**src/wprd_pkg.sv**
```systemverilog
// ----------------------------------------------------------------------------
// wprd_pkg
// Shared types and constants of the waveform peak/RMS decimator: field
// widths, register indexes, state encodings and inter-module structs.
// ----------------------------------------------------------------------------
package wprd_pkg;

   // Field and datapath widths.
   localparam int SAMPLE_W   = 16;                 // one Q1.15 sample
   localparam int SQ_W       = 2 * SAMPLE_W - 1;   // square of one sample
   localparam int SUMSQ_W    = 55;                 // saturating sum of squares
   localparam int TOTAL_W    = 24;                 // total_samples register
   localparam int COLS_W     = 13;                 // columns register
   localparam int COLUMN_W   = 12;                 // column output field
   localparam int COUNT_W    = 16;                 // internal column counter
   localparam int POS_W      = 37;                 // scaled positions
   localparam int PROD_W     = SUMSQ_W + COLS_W;   // sumsq * columns
   localparam int MEAN_W     = 2 * SAMPLE_W - 2;   // mean square below full scale
   localparam int ROOT_W     = SAMPLE_W - 1;       // root below full scale
   localparam int REM_W      = TOTAL_W + 1;        // divider partial remainder
   localparam int SQREM_W    = ROOT_W + 2;         // square root remainder
   localparam int CNT_W      = 5;                  // iteration counter
   localparam int CSR_ADDR_W = 3;
   localparam int CSR_DATA_W = 32;
   localparam int REQ_DATA_W = 16;
   localparam int RSP_DATA_W = 64;

   localparam int MAX_COLUMNS   = 4096;
   localparam int TOTAL_RESET   = 1024;
   localparam int COLUMNS_RESET = 1024;

   localparam logic [SAMPLE_W-1:0] RMS_FULL = {1'b1, {(SAMPLE_W-1){1'b0}}};
   localparam logic [SUMSQ_W-1:0]  SUMSQ_MAX = {SUMSQ_W{1'b1}};

   // Register indexes, decoded from the word address.
   localparam logic REG_TOTAL_SAMPLES = 1'b0;
   localparam logic REG_COLUMNS       = 1'b1;

   // Iteration counts of the shared unit, counted down to zero.
   localparam logic [CNT_W-1:0] MUL_LAST  = CNT_W'(COLS_W - 1);
   localparam logic [CNT_W-1:0] DIV_LAST  = CNT_W'(MEAN_W - 1);
   localparam logic [CNT_W-1:0] SQRT_LAST = CNT_W'(ROOT_W - 1);

   // Top level sequencer states.
   typedef enum logic [1:0] {
      ST_IDLE,
      ST_UPDATE,
      ST_CALC,
      ST_EMIT
   } dec_state_type;

   // Shared arithmetic unit states.
   typedef enum logic [2:0] {
      U_IDLE,
      U_MUL,
      U_SAT,
      U_DIV,
      U_SQRT,
      U_DONE
   } rms_state_type;

   // Control from the sequencer to the column statistics.
   typedef struct packed {
      logic accept;   // a sample transaction completes this cycle
      logic start;    // that sample opens a new waveform
      logic update;   // fold the captured sample into the column
   } stats_ctrl_type;

   // Status from the column statistics.
   typedef struct packed {
      logic                 emit;    // the sample closes a column
      logic [SUMSQ_W-1:0]   sumsq;   // sum of squares of that column
   } stats_stat_type;

   // Finished column, held until it is sent.
   typedef struct packed {
      logic [COLUMN_W-1:0]        column;
      logic signed [SAMPLE_W-1:0] min_level;
      logic signed [SAMPLE_W-1:0] max_level;
      logic                       last;
   } col_result_type;

   // Request to the shared RMS unit.
   typedef struct packed {
      logic               start;
      logic [SUMSQ_W-1:0] sumsq;
      logic [TOTAL_W-1:0] n;
      logic [COLS_W-1:0]  w;
   } rms_req_type;

   // Answer of the shared RMS unit.
   typedef struct packed {
      logic                done;
      logic [SAMPLE_W-1:0] rms;
   } rms_rsp_type;

endpackage

```
**src/wprd_stats.sv**
```systemverilog
// ----------------------------------------------------------------------------
// wprd_stats
// Per-sample column tracking: scaled position and boundary, running
// minimum, maximum and saturating sum of squares, column counter.
// ----------------------------------------------------------------------------
module wprd_stats (
   input  logic                           clock,
   input  logic                           reset,
   input  wprd_pkg::stats_ctrl_type       ctrl,
   input  logic [wprd_pkg::SAMPLE_W-1:0]  sample,
   input  logic [wprd_pkg::TOTAL_W-1:0]   n_eff,
   input  logic [wprd_pkg::COLS_W-1:0]    w_eff,
   output wprd_pkg::stats_stat_type       stat,
   output wprd_pkg::col_result_type       result
);
   import wprd_pkg::*;

   logic [COUNT_W-1:0]         col_ff, col_in;
   logic [POS_W-1:0]           pos_ff, pos_in;
   logic [POS_W-1:0]           bound_ff, bound_in;
   logic signed [SAMPLE_W-1:0] min_ff, min_in;
   logic signed [SAMPLE_W-1:0] max_ff, max_in;
   logic [SUMSQ_W-1:0]         sum_ff, sum_in;
   logic                       open_ff, open_in;

   logic signed [SAMPLE_W-1:0] sample_ff;
   logic [SQ_W-1:0]            sq_ff;
   logic [POS_W-1:0]           limit_ff;
   col_result_type             result_ff;

   logic signed [2*SAMPLE_W-1:0] sq_full;
   logic [POS_W-1:0]             limit_prod;
   logic [POS_W-1:0]             next_pos;
   logic                         active;
   logic                         hit;
   logic [SUMSQ_W:0]             sum_wide;
   logic signed [SAMPLE_W-1:0]   upd_min;
   logic signed [SAMPLE_W-1:0]   upd_max;
   logic [SUMSQ_W-1:0]           upd_sum;
   logic                         is_last;

   // Square and position limit are taken when the sample arrives.
   assign sq_full    = $signed(sample) * $signed(sample);
   assign limit_prod = POS_W'(w_eff) * POS_W'(n_eff);

   // Column arithmetic on the captured sample.
   always_comb begin
      active   = pos_ff < limit_ff;
      next_pos = pos_ff + POS_W'(w_eff);
      hit      = next_pos >= bound_ff;
      sum_wide = {1'b0, sum_ff} + (SUMSQ_W + 1)'(sq_ff);
      if (open_ff) begin
         upd_min = (sample_ff < min_ff) ? sample_ff : min_ff;
         upd_max = (sample_ff > max_ff) ? sample_ff : max_ff;
         upd_sum = sum_wide[SUMSQ_W] ? SUMSQ_MAX : sum_wide[SUMSQ_W-1:0];
      end else begin
         upd_min = sample_ff;
         upd_max = sample_ff;
         upd_sum = SUMSQ_W'(sq_ff);
      end
      is_last = col_ff == (COUNT_W'(w_eff) - COUNT_W'(1));
   end

   // Next state of the column tracker.
   always_comb begin
      col_in   = col_ff;
      pos_in   = pos_ff;
      bound_in = bound_ff;
      min_in   = min_ff;
      max_in   = max_ff;
      sum_in   = sum_ff;
      open_in  = open_ff;
      if (ctrl.accept && ctrl.start) begin
         col_in   = '0;
         pos_in   = '0;
         bound_in = POS_W'(n_eff);
         open_in  = 1'b0;
      end
      if (ctrl.update && active) begin
         pos_in = next_pos;
         if (!hit) begin
            min_in  = upd_min;
            max_in  = upd_max;
            sum_in  = upd_sum;
            open_in = 1'b1;
         end else begin
            col_in   = col_ff + COUNT_W'(1);
            bound_in = bound_ff + POS_W'(n_eff);
            // A sample that straddles the boundary also opens the next column.
            if (next_pos > bound_ff) begin
               min_in  = sample_ff;
               max_in  = sample_ff;
               sum_in  = SUMSQ_W'(sq_ff);
               open_in = 1'b1;
            end else begin
               open_in = 1'b0;
            end
         end
      end
   end

   always_ff @(posedge clock) begin
      if (reset) begin
         col_ff   <= '0;
         pos_ff   <= '0;
         bound_ff <= POS_W'(TOTAL_RESET);
         min_ff   <= '0;
         max_ff   <= '0;
         sum_ff   <= '0;
         open_ff  <= 1'b0;
      end else begin
         col_ff   <= col_in;
         pos_ff   <= pos_in;
         bound_ff <= bound_in;
         min_ff   <= min_in;
         max_ff   <= max_in;
         sum_ff   <= sum_in;
         open_ff  <= open_in;
      end
   end

   // Sample capture and finished column snapshot.
   always_ff @(posedge clock) begin
      if (ctrl.accept) begin
         sample_ff <= $signed(sample);
         sq_ff     <= sq_full[SQ_W-1:0];
         limit_ff  <= limit_prod;
      end
      if (stat.emit) begin
         result_ff.column    <= col_ff[COLUMN_W-1:0];
         result_ff.min_level <= upd_min;
         result_ff.max_level <= upd_max;
         result_ff.last      <= is_last;
      end
   end

   assign stat.emit  = ctrl.update && active && hit;
   assign stat.sumsq = upd_sum;
   assign result     = result_ff;

endmodule

```
**src/wprd_rms_unit.sv**
```systemverilog
// ----------------------------------------------------------------------------
// wprd_rms_unit
// Shared iterative unit for the column RMS: shift-add multiply by the
// column count, restoring divide by the sample count, then a digit-by-digit
// square root, all on one adder/subtractor.
// ----------------------------------------------------------------------------
module wprd_rms_unit (
   input  logic                  clock,
   input  logic                  reset,
   input  wprd_pkg::rms_req_type req,
   output wprd_pkg::rms_rsp_type rsp
);
   import wprd_pkg::*;

   rms_state_type       state_ff, state_in;
   logic [PROD_W-1:0]   acc_ff, acc_in;
   logic [PROD_W-1:0]   mcand_ff, mcand_in;
   logic [COLS_W-1:0]   mplier_ff, mplier_in;
   logic [TOTAL_W-1:0]  n_ff, n_in;
   logic [CNT_W-1:0]    cnt_ff, cnt_in;
   logic [REM_W-1:0]    rem_ff, rem_in;
   logic [MEAN_W-1:0]   quo_ff, quo_in;
   logic [ROOT_W-1:0]   root_ff, root_in;
   logic [SAMPLE_W-1:0] rms_ff, rms_in;

   logic [PROD_W-1:0]   alu_a;
   logic [PROD_W-1:0]   alu_b;
   logic                alu_sub;
   logic [PROD_W:0]     alu_res;
   logic                carry;
   logic                done;
   logic [ROOT_W-1:0]   root_next;

   // The shared adder; on subtract the carry out means a >= b.
   assign alu_res = {1'b0, alu_a} + {1'b0, (alu_sub ? ~alu_b : alu_b)}
                    + (PROD_W + 1)'(alu_sub);
   assign carry   = alu_res[PROD_W];

   // Square root digit, one root bit a step.
   assign root_next = {root_ff[ROOT_W-2:0], carry};

   // Operand selection for the shared adder, from the registers only.
   always_comb begin
      alu_a   = '0;
      alu_b   = '0;
      alu_sub = 1'b0;
      case (state_ff)
         U_MUL: begin
            alu_a = acc_ff;
            alu_b = mplier_ff[0] ? mcand_ff : '0;
         end
         U_SAT: begin
            alu_a   = PROD_W'(acc_ff[PROD_W-1:MEAN_W]);
            alu_b   = PROD_W'(n_ff);
            alu_sub = 1'b1;
         end
         U_DIV: begin
            alu_a   = PROD_W'({rem_ff[TOTAL_W-1:0], quo_ff[MEAN_W-1]});
            alu_b   = PROD_W'(n_ff);
            alu_sub = 1'b1;
         end
         U_SQRT: begin
            alu_a   = PROD_W'({rem_ff[SQREM_W-1:0], quo_ff[MEAN_W-1:MEAN_W-2]});
            alu_b   = PROD_W'({root_ff, 2'b01});
            alu_sub = 1'b1;
         end
         default: begin
            alu_sub = 1'b0;
         end
      endcase
   end

   // Sequencer.
   always_comb begin
      state_in  = state_ff;
      acc_in    = acc_ff;
      mcand_in  = mcand_ff;
      mplier_in = mplier_ff;
      n_in      = n_ff;
      cnt_in    = cnt_ff;
      rem_in    = rem_ff;
      quo_in    = quo_ff;
      root_in   = root_ff;
      rms_in    = rms_ff;
      done      = 1'b0;
      case (state_ff)
         U_IDLE: begin
            if (req.start) begin
               acc_in    = '0;
               mcand_in  = PROD_W'(req.sumsq);
               mplier_in = req.w;
               n_in      = req.n;
               cnt_in    = MUL_LAST;
               state_in  = U_MUL;
            end
         end
         U_MUL: begin
            // One multiplier bit a cycle.
            acc_in    = alu_res[PROD_W-1:0];
            mcand_in  = mcand_ff << 1;
            mplier_in = mplier_ff >> 1;
            if (cnt_ff == '0) begin
               state_in = U_SAT;
            end else begin
               cnt_in = cnt_ff - CNT_W'(1);
            end
         end
         U_SAT: begin
            // Quotient at or above full scale squared saturates the RMS.
            if (carry) begin
               rms_in   = RMS_FULL;
               state_in = U_DONE;
            end else begin
               rem_in   = REM_W'(acc_ff[MEAN_W+TOTAL_W-1:MEAN_W]);
               quo_in   = acc_ff[MEAN_W-1:0];
               cnt_in   = DIV_LAST;
               state_in = U_DIV;
            end
         end
         U_DIV: begin
            // Restoring divide: dividend bits shift out as quotient bits shift in.
            quo_in  = {quo_ff[MEAN_W-2:0], carry};
            rem_in  = carry ? alu_res[REM_W-1:0] : {rem_ff[TOTAL_W-1:0], quo_ff[MEAN_W-1]};
            if (cnt_ff == '0) begin
               rem_in   = '0;
               root_in  = '0;
               cnt_in   = SQRT_LAST;
               state_in = U_SQRT;
            end else begin
               cnt_in = cnt_ff - CNT_W'(1);
            end
         end
         U_SQRT: begin
            // Two radicand bits a cycle, trial value is root followed by 01.
            root_in = root_next;
            rem_in  = carry ? REM_W'(alu_res[SQREM_W+1:0])
                            : REM_W'({rem_ff[SQREM_W-1:0], quo_ff[MEAN_W-1:MEAN_W-2]});
            quo_in  = quo_ff << 2;
            if (cnt_ff == '0) begin
               rms_in   = {1'b0, root_next};
               state_in = U_DONE;
            end else begin
               cnt_in = cnt_ff - CNT_W'(1);
            end
         end
         U_DONE: begin
            done     = 1'b1;
            state_in = U_IDLE;
         end
         default: begin
            state_in = U_IDLE;
         end
      endcase
   end

   always_ff @(posedge clock) begin
      if (reset) begin
         state_ff <= U_IDLE;
      end else begin
         state_ff <= state_in;
      end
   end

   always_ff @(posedge clock) begin
      acc_ff    <= acc_in;
      mcand_ff  <= mcand_in;
      mplier_ff <= mplier_in;
      n_ff      <= n_in;
      cnt_ff    <= cnt_in;
      rem_ff    <= rem_in;
      quo_ff    <= quo_in;
      root_ff   <= root_in;
      rms_ff    <= rms_in;
   end

   assign rsp.done = done;
   assign rsp.rms  = rms_ff;

endmodule

```
**src/waveform_peak_rms_decimator.sv**
```systemverilog
// ----------------------------------------------------------------------------
// waveform_peak_rms_decimator
// Splits a stream of samples into display columns and reports
// each column's minimum, maximum and RMS.
// ----------------------------------------------------------------------------
// Usage:
//   Program total_samples and columns over the csr_ port, then stream the
//   samples on req_ (tuser set on the first sample of a waveform). Each
//   finished column leaves on rsp_ as one transaction; tlast marks the
//   final column.
// Sequence:
//   A sample that does not close a column is captured, then updated. A
//   sample that closes one adds the shared RMS unit: 13 multiply steps,
//   1 saturation check, 30 divide steps and 15 square root steps, plus
//   start, done and hand-off states; a saturated RMS skips divide and
//   square root. That unit does all of this on its one adder.
//   req_tready is high only in the idle state.
// Reset and stall:
//   Reset restores the register defaults and a fresh waveform state, so a
//   stream may start without a start flag. A finished column waits in the
//   output register; the next sample is still taken, and the block holds
//   only when a further column is finished before the first is taken.
// ----------------------------------------------------------------------------
module waveform_peak_rms_decimator (
   input  logic                              clock,
   input  logic                              reset,
   // Sample stream. tdata: [15:0] sample. tuser: [0] start_req.
   input  logic                              req_tvalid,
   output logic                              req_tready,
   input  logic [wprd_pkg::REQ_DATA_W-1:0]   req_tdata,
   input  logic                              req_tuser,
   // Column stream. tdata: [11:0] column, [27:12] min_level,
   // [43:28] max_level, [59:44] rms_level, [63:60] zero.
   output logic                              rsp_tvalid,
   input  logic                              rsp_tready,
   output logic [wprd_pkg::RSP_DATA_W-1:0]   rsp_tdata,
   output logic                              rsp_tlast,
   // Register port.
   input  logic                              csr_psel,
   input  logic                              csr_penable,
   input  logic                              csr_pwrite,
   input  logic [wprd_pkg::CSR_ADDR_W-1:0]   csr_paddr,
   input  logic [wprd_pkg::CSR_DATA_W-1:0]   csr_pwdata,
   output logic [wprd_pkg::CSR_DATA_W-1:0]   csr_prdata,
   output logic                              csr_pready
);
   import wprd_pkg::*;

   dec_state_type        state_ff, state_in;
   logic [TOTAL_W-1:0]   total_ff, total_in;
   logic [COLS_W-1:0]    columns_ff, columns_in;
   logic                 rsp_valid_ff, rsp_valid_in;
   logic [RSP_DATA_W-1:0] rsp_data_ff;
   logic                 rsp_last_ff;

   logic                 csr_write;
   logic [TOTAL_W-1:0]   n_eff;
   logic [COLS_W-1:0]    w_req;
   logic [COLS_W-1:0]    w_cap;
   logic [COLS_W-1:0]    w_eff;
   logic                 load_out;
   stats_ctrl_type       ctrl;
   stats_stat_type       stat;
   col_result_type       result;
   rms_req_type          rms_req;
   rms_rsp_type          rms_rsp;

   // Register writes and reads.
   assign csr_write  = csr_psel && csr_penable && csr_pwrite;
   assign csr_pready = 1'b1;

   always_comb begin
      total_in   = total_ff;
      columns_in = columns_ff;
      if (csr_write) begin
         case (csr_paddr[2])
            REG_TOTAL_SAMPLES: total_in   = csr_pwdata[TOTAL_W-1:0];
            REG_COLUMNS:       columns_in = csr_pwdata[COLS_W-1:0];
            default:           total_in   = total_ff;
         endcase
      end
   end

   always_comb begin
      case (csr_paddr[2])
         REG_TOTAL_SAMPLES: csr_prdata = CSR_DATA_W'(total_ff);
         REG_COLUMNS:       csr_prdata = CSR_DATA_W'(columns_ff);
         default:           csr_prdata = '0;
      endcase
   end

   // Effective sample and column counts after clamping.
   always_comb begin
      n_eff = (total_ff == '0) ? TOTAL_W'(1) : total_ff;
      w_req = (columns_ff == '0) ? COLS_W'(1) : columns_ff;
      w_cap = (w_req > COLS_W'(MAX_COLUMNS)) ? COLS_W'(MAX_COLUMNS) : w_req;
      w_eff = (TOTAL_W'(w_cap) > n_eff) ? n_eff[COLS_W-1:0] : w_cap;
   end

   // Control of the column statistics follows the state register directly.
   assign ctrl = '{accept: (state_ff == ST_IDLE) && req_tvalid,
                   start:  req_tuser,
                   update: (state_ff == ST_UPDATE)};

   // Sequencer: capture, update, RMS calculation, hand-off to the output.
   always_comb begin
      state_in    = state_ff;
      req_tready  = 1'b0;
      load_out    = 1'b0;
      case (state_ff)
         ST_IDLE: begin
            req_tready  = 1'b1;
            if (req_tvalid) begin
               state_in = ST_UPDATE;
            end
         end
         ST_UPDATE: begin
            state_in    = stat.emit ? ST_CALC : ST_IDLE;
         end
         ST_CALC: begin
            if (rms_rsp.done) begin
               state_in = ST_EMIT;
            end
         end
         ST_EMIT: begin
            load_out = !rsp_valid_ff || rsp_tready;
            if (load_out) begin
               state_in = ST_IDLE;
            end
         end
         default: begin
            state_in = ST_IDLE;
         end
      endcase
   end

   assign rms_req.start = stat.emit;
   assign rms_req.sumsq = stat.sumsq;
   assign rms_req.n     = n_eff;
   assign rms_req.w     = w_eff;

   // Output register valid flag.
   always_comb begin
      rsp_valid_in = rsp_valid_ff;
      if (load_out) begin
         rsp_valid_in = 1'b1;
      end else if (rsp_tready) begin
         rsp_valid_in = 1'b0;
      end
   end

   always_ff @(posedge clock) begin
      if (reset) begin
         state_ff     <= ST_IDLE;
         total_ff     <= TOTAL_W'(TOTAL_RESET);
         columns_ff   <= COLS_W'(COLUMNS_RESET);
         rsp_valid_ff <= 1'b0;
      end else begin
         state_ff     <= state_in;
         total_ff     <= total_in;
         columns_ff   <= columns_in;
         rsp_valid_ff <= rsp_valid_in;
      end
   end

   // Output payload.
   always_ff @(posedge clock) begin
      if (load_out) begin
         rsp_data_ff <= {{(RSP_DATA_W - COLUMN_W - 4 * SAMPLE_W + SAMPLE_W){1'b0}},
                         rms_rsp.rms, result.max_level, result.min_level,
                         result.column};
         rsp_last_ff <= result.last;
      end
   end

   assign rsp_tvalid = rsp_valid_ff;
   assign rsp_tdata  = rsp_data_ff;
   assign rsp_tlast  = rsp_last_ff;

   wprd_stats u_stats (
      .clock  (clock),
      .reset  (reset),
      .ctrl   (ctrl),
      .sample (req_tdata[SAMPLE_W-1:0]),
      .n_eff  (n_eff),
      .w_eff  (w_eff),
      .stat   (stat),
      .result (result)
   );

   wprd_rms_unit u_rms (
      .clock (clock),
      .reset (reset),
      .req   (rms_req),
      .rsp   (rms_rsp)
   );

endmodule
```
**config.mk**
```make
export PLATFORM = sky130hd
export DESIGN_NAME = waveform_peak_rms_decimator
export DESIGN_NICKNAME = d
export VERILOG_FILES = /design/src/wprd_pkg.sv /design/src/wprd_stats.sv /design/src/wprd_rms_unit.sv /design/src/waveform_peak_rms_decimator.sv
export SDC_FILE = /design/constraint.sdc
export NUM_CORES = 2
export LEC_CHECK = 0
export BUFFER_PORTS_ARGS = -buffer_cell sky130_fd_sc_hd__buf_2
export CAP_MARGIN = 5
export CORE_MARGIN = 5
export CORE_UTILIZATION = 50
export CTS_BUF_LIST = sky130_fd_sc_hd__clkbuf_16
export DETAILED_ROUTE_END_ITERATION = 6
export GPL_ROUTABILITY_DRIVEN = 0
export PLACE_DENSITY_LB_ADDON = 0.25
export REMOVE_ABC_BUFFERS = 1
export SLEW_MARGIN = 20
export SYNTH_ARGS = -nofsm -noshare
export SYNTH_HDL_FRONTEND = slang
export SYNTH_SLANG_ARGS = --single-unit
```
**constraint.sdc**
```tcl
create_clock -name clock -period 30.7 [get_ports clock]
set_input_delay 6.14 -clock clock [delete_from_list [all_inputs] [get_ports clock]]
set_output_delay 6.14 -clock clock [all_outputs]
set_load 0.05 [all_outputs]
```
==> results.yml <==
status:
  status: "completed"
power_and_ir_drop:
  p_leak_uw: 0.0278
  clkPwrFrac_pct: 17.0
  p_int_uw: 3200
  pwr-share-seq_pct: 28.2
  p_sw_share_pct: 43.9
  p_switching_uw: 2510
  ir_worst_vdd_mv: 0.127
  powerDensity_nw_per_um2: 91.3
  combinationalPowerShare_pct: 54.8
worst_setup_path:
  cp_data_required_time_ns: 24.56
  r2r_cells: 32
  critPathLaunchType: "primary input"
  cp_max_fo: 39
  timing.rr.end: "u_rms.mcand_ff[34]"
  ff2ff_setup_slack_ns: 17.55
  end_kind: "primary output"
  arrival_ns: 7.26
  crit_start: "csr_paddr[2]"
  timing.rr.start: "total_ff[3]"
  crit_end: "csr_prdata[1]"
  critPathKind: "in2out"
clock_network:
  cts-root-buf: "clkbuf_16"
  cts_max_path_buffers: 3
  htreeDepth: 3
  cts_inserted_buffers: 78
  ctsHoldBuffers: 0
  clock_latency_ns: 0.68
  post_cts_buffers: 0
  cts_tree: "yes"
  clkTransAtPathRegs_ns: 0.06
  cts.sinks: 672
  ctsResizeCount: 0
routing:
  drt_iter0_drc: 4543
  wl_per_cell_um: 20.4
  via_per_inst: 5.83
  wirelength_um: 162000
  drc: 0
  dr_total_vias: 46225
  antenna_left: 0
  drt_first_pass_iters: 6
logic_synthesis:
  synth_seq_cells: 672
  syn-cell-area_um2: 57800
  synth_common_cells: "nand2_1, inv_1, nor2_1"
  yosys.area.top_type: "edfxtp_1"
  synth_mux_area_share_pct: 1.54
  post-synth-top-count-cell: "nand2_1"
  synth-xor-area-share_pct: 3.76
  synthSimpleGateAreaFrac_pct: 15.5
  yosysUniqueCellTypes: 85
  synthArstFlopShare_pct: 0
  syn_area_per_cell_um2: 9.05
  postSynthCellCount: 6392
  ys.flop_type: "edfxtp_1"
  synth.top_cells.by_area: "edfxtp_1, fa_1, ha_1"
  synth_compound_area_share_pct: 15.2
  yosysTopAreaCellShare_pct: 23.4
  synth_top_family_by_area: "adder cells"
  synthAdderAreaFrac_pct: 25.6
  synth-seq-area-share_pct: 31.1
  synth_edf_count: 451
  ys_warn_count: 0
timing:
  worstMarginPinSlew_ns: 1.14
  drv_slew: 0
  fin_worst_skew_ns: 0.0489
  hold_viol_final: 0
  fin_setup_tns_ns: 0
  min_period_over_period_pct: 43.7
  rsz0062_at_grt: "false"
  finalCriticalPeriod_ns: 13.40
  fmax_ghz: 0.0746
  setup-violations-final: 0
  hold-worst-slack_ns: 0.416
  maxSlewHeadroom_pct: 23.7
place:
  io_buffers: 135
  dp_hpwl_um: 118000
  placed_area_um2: 59800
  place_inst: 7783
global_route:
  grt_pass1_wl_um: 256000
  grt_max_degree: 120
  overflow: 0
  grt_pass1_vias: 45428
  antenna_found_initial: 7
  grt_usage_pct: 26.3
final_layout:
  finalInstanceArea_um2: 62500
  fin_nets: 7306
  drive_gt1_share_pct: 6.70
  fin_cells: 7929
  area_delta_synth_final_pct: 8.06
die:
  die_h_um: 350
  coreArea_um2: 115000
  ios: 159
  die_area_um2: 123000
  start_util_pct: 50.4
  core.rowCount: 124
  die_w_um: 350
worst_hold_path:
  min_path_type: "reg2reg"
  worstHoldPathCells: 0
flow_run:
  cap_violations: 0
worst max-delay path: stages:
cell and delay, ns:
buf_2 0.49, nand2_1 0.10, o21ai_0 0.18, buf_2 0.34
metrics by stage:
stage	setup slack, ns	power [uW]	utilization (%)
2_1_floorplan	17.33	3880	-
3_3_place_gp	17.34	4640	52.2
3_5_place_dp	17.33	4720	52.2
4_1_cts	17.32	5710	54.5
5_1_grt	16.85	6160	54.5
6_report	17.30	5710	54.5
cell type report:
class / count / area, um^2
clock inverter: 66 / 684
timing repair buffer: 216 / 1300
fill: 10320 / 52200
multi-input combinational: 4619 / 35800
tap: 1512 / 1890
antenna: 1 / 2.50
sequential: 672 / 18000
inverter: 764 / 2870
clock buffer: 79 / 1980
layer usage:
metal  GRT usage (%)  part of all wire [%]  vias to the layer above
met5               0                0.0080                        -
met4            9.62                   4.0                        2
li1                -                     -                    21597
met2            41.0                    44                     1785
met3            5.17                   8.9                      342
met1            36.6                    43                    22499
cells by family (layout without fill, tap and decap cells):
kind of cell               Yosys count  count (layout)
and+or+nand+nor                   1960            1960
AOI/OAI and AO/OA                 1417            1417
buffers and inverters             1112            1125
adders and majority gates          896             896
DFF                                672             672
xor gates and xnor gates           248             248
muxes                               85              85
other                                2              14
power by group through the flow:
| stage | Combinational (uW) | Sequential (uW) | Clock [uW] |
|---|---|---|---|
| 6_report | 3130 | 1610 | 968 |
| 5_1_grt | 3510 | 1630 | 1020 |
| 4_1_cts | 3120 | 1610 | 983 |
| 3_5_place_dp | 3100 | 1620 | 0 |
| 3_3_place_gp | 3030 | 1620 | 0 |
| 2_1_floorplan | 2320 | 1570 | 0 |
how the worst min path moves through the flow:
| stage | slack, ns | end | start |
|---|---|---|---|
| 2_1_floorplan | 0.40 | rsp_tdata[0] | u_stats.result[33] |
| 3_3_place_gp | 0.40 | rsp_tdata[59] | u_rms.rms_ff[15] |
| 3_5_place_dp | 0.40 | rsp_tdata[32] | u_stats.result[5] |
| 4_1_cts | 0.42 | rsp_tdata[26] | u_stats.result[31] |
| 5_1_grt | 0.42 | rsp_tdata[52] | u_rms.rms_ff[8] |
| 6_report | 0.42 | rsp_tdata[26] | u_stats.result[31] |
layout by cell type, fill, tap and decap left out, types with 62 or more instances in the layout:
master / Yosys / final
clkbuf_16: 0 / 79
a21oi_1: 466 / 465
o22ai_1: 62 / 62
xor2_1: 81 / 81
o21ai_0: 325 / 324
and2_1: 153 / 152
xnor2_1: 167 / 167
edfxtp_1: 451 / 451
fa_1: 478 / 478
nand3_1: 100 / 100
nor2_1: 511 / 505
inv_1: 754 / 772
buf_4: 13 / 80
nor3_1: 71 / 70
dfxtp_1: 221 / 217
ha_1: 418 / 418
nand2_1: 767 / 764
and3_1: 90 / 90
a21o_1: 151 / 151
buf_2: 11 / 134
state kept, by name (all words and copies together) (netlist names), 16 cells and up:
register,flops
u_stats.bound_ff,37
u_rms.n_ff,24
u_stats.min_ff,16
u_stats.limit_ff,37
total_ff,24
u_stats.sum_ff,55
u_stats.pos_ff,37
u_stats.sq_ff,30
u_rms.acc_ff,68
u_stats.result,45
u_stats.max_ff,16
u_rms.quo_ff,30
u_rms.rem_ff,24
u_stats.col_ff,16
rsp_tdata,60
u_rms.mcand_ff,68
u_rms.rms_ff,16
(Power assumes the default switching activity.)
